$ cat config.mk
export PLATFORM = sky130hd
export DESIGN_NAME = scrolling_dirty_rect_ring_core
export DESIGN_NICKNAME = d
export VERILOG_FILES = /design/src/sv/sdr_pkg.sv /design/src/sv/scrolling_dirty_rect_ring_core.sv /design/src/sv/sdr_cell.sv
export SDC_FILE = /design/constraint.sdc
export NUM_CORES = 2
export LEC_CHECK = 0
export BUFFER_PORTS_ARGS = -buffer_cell sky130_fd_sc_hd__buf_2
export CORE_UTILIZATION = 50
export CTS_CLUSTER_DIAMETER = 120
export DETAILED_ROUTE_END_ITERATION = 16
export HOLD_SLACK_MARGIN = 0.1
export PLACE_DENSITY = 0.65
export SLEW_MARGIN = 15
export SYNTH_ARGS = -nofsm -noshare
export SYNTH_HDL_FRONTEND = slang
export SYNTH_HIERARCHICAL = 1
export SYNTH_SLANG_ARGS = --single-unit
$ cat constraint.sdc
create_clock -name clk -period 11.2 [get_ports clk]
set_input_delay 1.12 -clock clk [delete_from_list [all_inputs] [get_ports clk]]
set_output_delay 1.12 -clock clk [all_outputs]
set_load 0.1 [all_outputs]
$ cat src/sv/sdr_pkg.sv
// Shared types, codes and a helper function for the scrolling dirty-rectangle ring.
// No dependencies; imported by sdr_cell, scrolling_dirty_rect_ring_core, the checker and the testbench.
package sdr_pkg;

    localparam int SDR_QUEUE_DEPTH = 32;

    localparam logic [1:0] OP_ADD  = 2'd0;
    localparam logic [1:0] OP_TICK = 2'd1;
    localparam logic [1:0] OP_LIST = 2'd2;

    localparam logic [1:0] ST_OK    = 2'd0;
    localparam logic [1:0] ST_FULL  = 2'd1;
    localparam logic [1:0] ST_EMPTY = 2'd2;

    localparam logic [1:0] REG_WINDOW_TOP_ROW  = 2'd0;
    localparam logic [1:0] REG_WINDOW_LEFT_COL = 2'd1;
    localparam logic [1:0] REG_WINDOW_ROWS     = 2'd2;

    localparam logic [6:0] WINDOW_ROWS_RESET = 7'd16;

    typedef struct packed {
        logic [7:0] row;
        logic [7:0] screen_row;
        logic [7:0] screen_col;
        logic [7:0] width;
        logic [7:0] height;
    } entry_t;

    typedef struct packed {
        logic [7:0] top_row;
        logic [7:0] left_col;
        logic [6:0] rows;
    } window_t;

    // Commands broadcast to every cell of the ring.
    typedef struct packed {
        logic load;
        logic update;
        logic shift;
    } cell_ctrl_t;

    // Screen row of a logical row: rows above the window clamp to its top.
    function automatic logic [7:0] screen_row_of(input logic [7:0] row,
                                                 input logic [7:0] top_row);
        logic [7:0] pos;
        pos = row[7] ? 8'd0 : row;
        return top_row + pos;
    endfunction

endpackage

$ cat src/sv/scrolling_dirty_rect_ring_core.sv
// Top level of the scrolling dirty-rectangle ring: control sequencer, output
// register and the ring of sdr_cell slots. Depends on sdr_pkg and sdr_cell.
//
// Usage:
// Commands arrive on the input channel (in_valid / in_stall); a command is
// taken when in_valid is high and in_stall is low. Results leave on the
// output channel (out_valid / out_stall) through one output register, and
// last marks the final result of each command. Window registers are written
// through the cfg channel (cfg_valid / cfg_ready / cfg_index / cfg_data);
// cfg_ready is always high, and writes are expected only while idle.
// Steps of each command:
//   add   : slot write, then result.
//   tick  : one ring walk: an update step, one rotation of the ring that
//           counts the dropped tiles, retirement of the dropped tiles
//           from the head, then the result.
//   list  : one ring rotation, emitting one rectangle per cycle for the
//           live entries unless stalled; an empty list returns EMPTY.
// The ring rotates one slot per cycle. Reset clears the count, sequencer,
// window registers and out_valid; entry contents and output data are not
// cleared. While the receiver stalls, the output register holds its transfer
// and the ring rotation pauses at the next rectangle.
module scrolling_dirty_rect_ring_core
    import sdr_pkg::*;
#(
    parameter int QUEUE_DEPTH = SDR_QUEUE_DEPTH
)
(
    input  logic       clk,
    input  logic       rst_n,
    input  logic       in_valid,
    output logic       in_stall,
    input  logic [1:0] opcode,
    input  logic signed [7:0] tile_row,
    input  logic signed [7:0] tile_col,
    input  logic [7:0] tile_width,
    input  logic [7:0] tile_height,
    output logic       out_valid,
    input  logic       out_stall,
    output logic [1:0] status,
    output logic [7:0] rect_row,
    output logic [7:0] rect_col,
    output logic [7:0] rect_width,
    output logic [7:0] rect_height,
    output logic       last,
    input  logic       cfg_valid,
    output logic       cfg_ready,
    input  logic [1:0] cfg_index,
    input  logic [7:0] cfg_data
);

    localparam int CW = $clog2(QUEUE_DEPTH + 1);
    localparam int SW = $clog2(QUEUE_DEPTH);

    typedef enum logic [5:0] {
        S_IDLE      = 6'b000001,
        S_TICK_UPD  = 6'b000010,
        S_TICK_SCAN = 6'b000100,
        S_TICK_DROP = 6'b001000,
        S_LIST      = 6'b010000,
        S_RESP      = 6'b100000
    } state_t;

    state_t     state_reg, state_next;
    logic [CW-1:0] count_reg, count_next;
    logic [CW-1:0] drop_reg, drop_next;
    logic [SW-1:0] step_reg, step_next;
    logic [1:0] pend_reg, pend_next;
    window_t    window_reg, window_next;

    logic       out_valid_reg, out_valid_next;
    logic [1:0] status_reg, status_next;
    entry_t     rect_reg, rect_next;
    logic       last_reg, last_next;

    cell_ctrl_t ctrl;
    entry_t     load_entry;
    entry_t     cell_entry [QUEUE_DEPTH];
    logic       cell_hit   [QUEUE_DEPTH];

    logic       accept;
    logic       out_free;
    logic       full;
    logic       step_end;

    assign cfg_ready = 1'b1;
    assign in_stall  = (state_reg != S_IDLE);
    assign accept    = in_valid && (state_reg == S_IDLE);
    assign out_free  = !out_valid_reg || !out_stall;
    assign full      = (count_reg == CW'(QUEUE_DEPTH));
    assign step_end  = (step_reg == SW'(QUEUE_DEPTH - 1));

    // Entry built from an add command.
    always_comb
    begin
        load_entry.row        = tile_row;
        load_entry.screen_row = screen_row_of(tile_row, window_reg.top_row);
        load_entry.screen_col = window_reg.left_col + tile_col;
        load_entry.width      = tile_width;
        load_entry.height     = tile_height;
    end

    // Configuration writes; an index beyond the list is ignored.
    always_comb
    begin
        window_next = window_reg;
        if (cfg_valid && cfg_ready)
        begin
            unique case (cfg_index)
                REG_WINDOW_TOP_ROW:  window_next.top_row  = cfg_data;
                REG_WINDOW_LEFT_COL: window_next.left_col = cfg_data;
                REG_WINDOW_ROWS:     window_next.rows     = cfg_data[6:0];
                default:             window_next          = window_reg;
            endcase
        end
    end

    // Sequencer. The ring always rotates toward cell 0, so after a full
    // rotation the head is back in cell 0; retiring k tiles is k extra steps.
    always_comb
    begin
        state_next     = state_reg;
        count_next     = count_reg;
        drop_next      = drop_reg;
        step_next      = step_reg;
        pend_next      = pend_reg;
        ctrl           = '0;
        out_valid_next = out_valid_reg && out_stall;
        status_next    = status_reg;
        rect_next      = rect_reg;
        last_next      = last_reg;

        unique case (state_reg)
            S_IDLE:
            begin
                if (accept)
                begin
                    unique case (opcode)
                        OP_ADD:
                        begin
                            if (full)
                            begin
                                pend_next = ST_FULL;
                            end
                            else
                            begin
                                ctrl.load  = 1'b1;
                                count_next = count_reg + CW'(1);
                                pend_next  = ST_OK;
                            end
                            state_next = S_RESP;
                        end
                        OP_TICK:
                        begin
                            state_next = S_TICK_UPD;
                        end
                        OP_LIST:
                        begin
                            step_next = '0;
                            if (count_reg == '0)
                            begin
                                pend_next  = ST_EMPTY;
                                state_next = S_RESP;
                            end
                            else
                            begin
                                state_next = S_LIST;
                            end
                        end
                        default:
                        begin
                            state_next = S_IDLE;
                        end
                    endcase
                end
            end
            S_TICK_UPD:
            begin
                ctrl.update = 1'b1;
                step_next   = '0;
                drop_next   = '0;
                state_next  = S_TICK_SCAN;
            end
            S_TICK_SCAN:
            begin
                ctrl.shift = 1'b1;
                drop_next  = drop_reg + CW'(cell_hit[0]);
                step_next  = step_reg + SW'(1);
                if (step_end)
                begin
                    state_next = S_TICK_DROP;
                end
            end
            S_TICK_DROP:
            begin
                if (drop_reg == '0)
                begin
                    pend_next  = ST_OK;
                    state_next = S_RESP;
                end
                else
                begin
                    ctrl.shift = 1'b1;
                    drop_next  = drop_reg - CW'(1);
                    count_next = count_reg - CW'(1);
                end
            end
            S_LIST:
            begin
                if (CW'(step_reg) < count_reg)
                begin
                    if (out_free)
                    begin
                        ctrl.shift     = 1'b1;
                        out_valid_next = 1'b1;
                        status_next    = ST_OK;
                        rect_next      = cell_entry[0];
                        last_next      = (CW'(step_reg) == count_reg - CW'(1));
                    end
                end
                else
                begin
                    ctrl.shift = 1'b1;
                end
                if (ctrl.shift)
                begin
                    step_next = step_reg + SW'(1);
                    if (step_end)
                    begin
                        state_next = S_IDLE;
                    end
                end
            end
            S_RESP:
            begin
                if (out_free)
                begin
                    out_valid_next = 1'b1;
                    status_next    = pend_reg;
                    rect_next      = '0;
                    last_next      = 1'b1;
                    state_next     = S_IDLE;
                end
            end
            default:
            begin
                state_next = S_IDLE;
            end
        endcase
    end

    always_ff @(posedge clk or negedge rst_n)
    begin
        if (!rst_n)
        begin
            state_reg          <= S_IDLE;
            count_reg          <= '0;
            drop_reg           <= '0;
            step_reg           <= '0;
            pend_reg           <= ST_OK;
            out_valid_reg      <= 1'b0;
            window_reg.top_row  <= 8'd0;
            window_reg.left_col <= 8'd0;
            window_reg.rows     <= WINDOW_ROWS_RESET;
        end
        else
        begin
            state_reg     <= state_next;
            count_reg     <= count_next;
            drop_reg      <= drop_next;
            step_reg      <= step_next;
            pend_reg      <= pend_next;
            out_valid_reg <= out_valid_next;
            window_reg    <= window_next;
        end
    end

    always_ff @(posedge clk)
    begin
        status_reg <= status_next;
        rect_reg   <= rect_next;
        last_reg   <= last_next;
    end

    // The ring: cell i takes from cell i+1, and the last cell from cell 0.
    for (genvar i = 0; i < QUEUE_DEPTH; i++)
    begin : g_cell
        sdr_cell u_cell (
            .clk        (clk),
            .rst_n      (rst_n),
            .ctrl       (ctrl),
            .live       (CW'(i) < count_reg),
            .sel        (CW'(i) == count_reg),
            .window     (window_reg),
            .load_entry (load_entry),
            .nbr_entry  (cell_entry[(i + 1) % QUEUE_DEPTH]),
            .nbr_hit    (cell_hit[(i + 1) % QUEUE_DEPTH]),
            .entry      (cell_entry[i]),
            .hit        (cell_hit[i])
        );
    end

    assign out_valid   = out_valid_reg;
    assign status      = status_reg;
    assign rect_row    = rect_reg.screen_row;
    assign rect_col    = rect_reg.screen_col;
    assign rect_width  = rect_reg.width;
    assign rect_height = rect_reg.height;
    assign last        = last_reg;

`ifndef SYNTHESIS
    a_count_bound: assert property (@(posedge clk) disable iff (!rst_n)
        count_reg <= CW'(QUEUE_DEPTH))
        else $error("live count exceeds queue depth");

    a_list_count_stable: assert property (@(posedge clk) disable iff (!rst_n)
        (state_reg == S_LIST) |=> $stable(count_reg))
        else $error("live count changed during list walk");

    a_count_drop_only: assert property (@(posedge clk) disable iff (!rst_n)
        (count_reg < $past(count_reg)) |-> $past(state_reg == S_TICK_DROP))
        else $error("live count fell outside the drop phase");

    a_drop_bound: assert property (@(posedge clk) disable iff (!rst_n)
        (state_reg == S_TICK_DROP) |-> (drop_reg <= count_reg))
        else $error("more tiles to drop than are live");
`endif

endmodule

$ cat src/sv/sdr_cell.sv
// One slot of the rectangle ring: holds an entry, applies the tick update and
// shifts toward the head. Depends on sdr_pkg.
module sdr_cell
    import sdr_pkg::*;
(
    input  logic       clk,
    input  logic       rst_n,
    input  cell_ctrl_t ctrl,
    input  logic       live,
    input  logic       sel,
    input  window_t    window,
    input  entry_t     load_entry,
    input  entry_t     nbr_entry,
    input  logic       nbr_hit,
    output entry_t     entry,
    output logic       hit
);

    entry_t     entry_reg;
    entry_t     entry_next;
    logic       hit_reg;
    logic       hit_next;
    logic [7:0] row_inc;
    logic       reach;
    logic [7:0] srow_new;
    logic [8:0] bottom;
    logic       clip;

    always_comb
    begin
        row_inc  = entry_reg.row + 8'd1;
        reach    = (row_inc == {1'b0, window.rows});
        srow_new = screen_row_of(row_inc, window.top_row);
        bottom   = {1'b0, window.top_row} + {2'b00, window.rows};
        clip     = ({1'b0, srow_new} + {1'b0, entry_reg.height}) > bottom;
    end

    always_comb
    begin
        entry_next = entry_reg;
        hit_next   = hit_reg;
        priority if (ctrl.shift)
        begin
            entry_next = nbr_entry;
            hit_next   = nbr_hit;
        end
        else if (ctrl.update)
        begin
            // Every live tile moves down; a tile that reaches the window
            // height keeps its old screen row and height.
            hit_next = live & reach;
            if (live)
            begin
                entry_next.row = row_inc;
                if (!reach)
                begin
                    entry_next.screen_row = srow_new;
                    if (clip)
                    begin
                        entry_next.height = 8'(bottom - {1'b0, srow_new});
                    end
                end
            end
        end
        else if (ctrl.load && sel)
        begin
            entry_next = load_entry;
        end
        else
        begin
            entry_next = entry_reg;
            hit_next   = hit_reg;
        end
    end

    always_ff @(posedge clk)
    begin
        entry_reg <= entry_next;
    end

    always_ff @(posedge clk or negedge rst_n)
    begin
        if (!rst_n)
        begin
            hit_reg <= 1'b0;
        end
        else
        begin
            hit_reg <= hit_next;
        end
    end

    assign entry = entry_reg;
    assign hit   = hit_reg;

endmodule

==> impl_results.md <==
- Clock Skew: 0.1199 ns
- Pwr/cell area: 309.3 nW/um^2
- Crit path from: window_reg[15]
- Syn Inst Count: 12,100
- # nets final: roughly 14,000
- Status: finished with violations
- Final slew viol count: 0
- CTS H-tree lvls: 4
- Net Count, Synth: 13,590
- Pre-antenna DRT Iters: 14
- Final setup fails: 0
- CTS Buf Count: approximately 170
- Startpoint types: flop
- Ports: 87
- Worst-Margin Slew: between 1 and 1.5 ns
- Row cnt: around 180
- MaxCap Viol Count: 0
- Share of cells above drive strength 1: 11.18%
- Synth Warn #: 6
- Ys async rst share: under 10%
- Core footprint: between 200,000 and 250,000 sq um
- Vias/cell: a little over 6
- Cell accounting for the most synthesized area: edfxtp_1
- R2R cell count: 17
- Post-route DRC: 8
- Period utilisation layout: 54.33%
- Max-slew headroom: 14.81%
- Filler instances: 20,890
- Setup slack after layout: around 5 ns
- Root buffer cell: clkbuf_16
- Post-synth top area share: 32.98%
- CP Class: reg2reg
- Synth Register Bits: 1,396
- Via count: 95,050
- Seq/Total Area, Yosys: 34.68%
- Setup TNS: 0 ns
- Top_reg_cell synth: edfxtp_1
- Die W: approximately 490 microns
- Gr ovfl total: 0
- Area of the die: approximately 240,000 sq um
- Register area: 41,570 sq um
- Post-route insts no fill: between 15,000 and 20,000
- Syn Area/Cell: between 9 and 10 sq um
- Fmax: 0.1643 GHz
- Pre-CTS WS: 5.141 ns
- CP required: between 10 and 15 ns
- Initial Utilization: 50.34%
- Cts hold-fix bufs: 0
- Failing checks: DRC
- Setup crit end: g_cell[23].u_cell/entry[3]
- GPL Wtd Cong: roughly 0.96
- Port Buf Inserts: 85
- Area delta synth->final: 8.875%
- Largest net degree at the start of global routing: between 200 and 250
- Final Hold Fails: 0
- CTS resizes: 0
- CP max-delay cell: a211oi_1
- Synthesized area: 119,700 sq um
- Final ANT Viol Nets: 0
- DP HPWL: around 280 mm
- Number of flip-flops in the largest register: 1,280
- Later-pin clock latency in the skew report: 0.92 ns
- WL per Instance: 26.09 microns
- CTS clock-pin slew for the worst setup and hold paths: about 0.06 ns
- Die Y: 491.3 microns
- Initial antenna violation count: 15
- Unique cell type count in the Yosys netlist: 109
- Leakage power: slightly above 50 nW
- Max Root-Sink Buffers: 3
- Global-route usage over all layers: 32.59%
- Min cycle time layout: 6.085 ns
- Synth area leaders: edfxtp_1 (33%), ha_1 (14%), mux2_2 (4.8%)
- Max FO, Critical Path: 29
- Multi-input logic area: 73,830 sq um
- Setup bufs post-CTS: 0
- Critical path endpoint category: flop
- Critical path arrival: around 6.5 ns
- CP Cell Sequence: buf_4 > ha_1 > fa_1 > ha_1 > a21o_1 > a21oi_1 > nor2b_1 > o21a_1 > o41a_1 > xor2_1 > ha_1 > nand2_1 > a21oi_1 > o21ai_0 > a21oi_1 > o21ai_0 > a211oi_1
- DP Cell Count: 15,140
- Peak VDD IR: 0.0002193 V
- CP peak stage delay: 1.03 ns
- First-pass GRT wire length: 593.4 mm
- Drt initial violations: 9,913
- Number of global-route vias before repair: a little over 90,000
- HP Class: in2async
- CTS tree: done
- Reg2reg start: window_reg[15]
- RSZ-0062 raised after global routing: no
- EDFF count, synth: 1,315
- Drt total wl: 403.0 mm
- Reg-to-reg setup timing slack: slightly above 5 ns
- FF-to-FF End: g_cell[23].u_cell/entry[3]
- CTS Sinks: roughly 1,400
- Final Util: 54.80%
==> cell type report <==
class | instances | area share, %
timing repair buffer | 207 | 1.221
inverter | 908 | 2.615
antenna | 2 | 0.003839
tap | 3167 | 3.040
clock inverter | 116 | 1.295
sequential | 1396 | 31.89
multi-input combinational | 9457 | 56.64
clock buffer | 195 | 3.293
==> worst min-delay path by stage <==
stage                     start                     to  slack [ns]
global placement    drop_reg[0]            drop_reg[0]        0.46
finish                    rst_n  g_cell[17].u_cell/hit        0.26
detailed placement  pend_reg[1]            pend_reg[1]        0.48
floorplan           pend_reg[1]            pend_reg[1]        0.45
global route              rst_n  g_cell[17].u_cell/hit        0.23
CTS                       rst_n  g_cell[17].u_cell/hit        0.21
==> synth_stat cells, drive strengths merged (244+ instances only) <==
cell,number
edfxtp,1315
ha,1310
o21ai,1221
nand2,1069
inv,907
nor2,769
xnor2,624
mux2,535
xor2,529
mux2i,450
a21oi,430
a21o,309
nor2b,244
==> metal layers <==
layer	routed length [microns]	part of all wire [%]	track usage, %
met4	24880	6.2	17.73
met3	33820	8.4	5.091
met1	166100	41	43.13
met2	178100	44	51.07
met5	26	0.0065	0
==> cell families (layout without fill, tap and decap cells) <==
| family | count (synthesis) | after routing | share of synthesized area, % |
|---|---|---|---|
| other cells | 1 | 3 | 0.003132 |
| buf+inv | 1251 | 1426 | 4.118 |
| compound gates | 2774 | 2774 | 14.71 |
| mux | 985 | 985 | 8.794 |
| flops | 1396 | 1396 | 34.68 |
| simple gates | 3100 | 3100 | 12.86 |
| xor+xnor | 1155 | 1155 | 8.953 |
| fa+ha+maj | 1442 | 1442 | 15.89 |
==> placed cells by master, fill, tap and decap left out, types with 100 or more instances in the layout <==
cell type,instances
a21o_1,307
nor2_1,761
nand2_1,1067
o21a_1,157
o21ai_0,1148
nor3_1,165
mux2_2,513
nand3_1,162
ha_1,1309
buf_4,114
inv_1,901
o21bai_1,156
mux2i_1,450
xor2_1,501
xnor2_1,601
nor2b_1,241
fa_1,131
nand4_1,127
nand2b_1,100
clkbuf_16,166
a21oi_1,399
edfxtp_1,1315
==> per-stage QoR <==
step	cell area [sq um]	total power [mW]	hold WS, ns
after floorplan	119700	27.15	0.4497
after global placement	124300	33.18	0.4634
after detailed placement	124300	33.84	0.4757
after CTS	130300	39.95	0.2078
after global routing	130300	43.32	0.2269
final	130400	40.31	0.2647
==> power by group <==
group | switching (mW) | internal, mW
clock network | 2.49 | 3.46
logic | 15.4 | 10.7
registers | 0.874 | 7.44
total | 18.8 | 21.6
==> critical path, delay by kind of cell, from the launching register on <==
family	cells	cell delay, ns
adder cells (fa/ha/maj)	4	1.43
flip-flops	1	0.74
XOR/XNOR	1	0.15
AO/OA/AOI/OAI	9	2.39
AND/OR/NAND/NOR	2	0.14
buffers and inverters	1	0.74
Power figures use the tool's default switching activity.
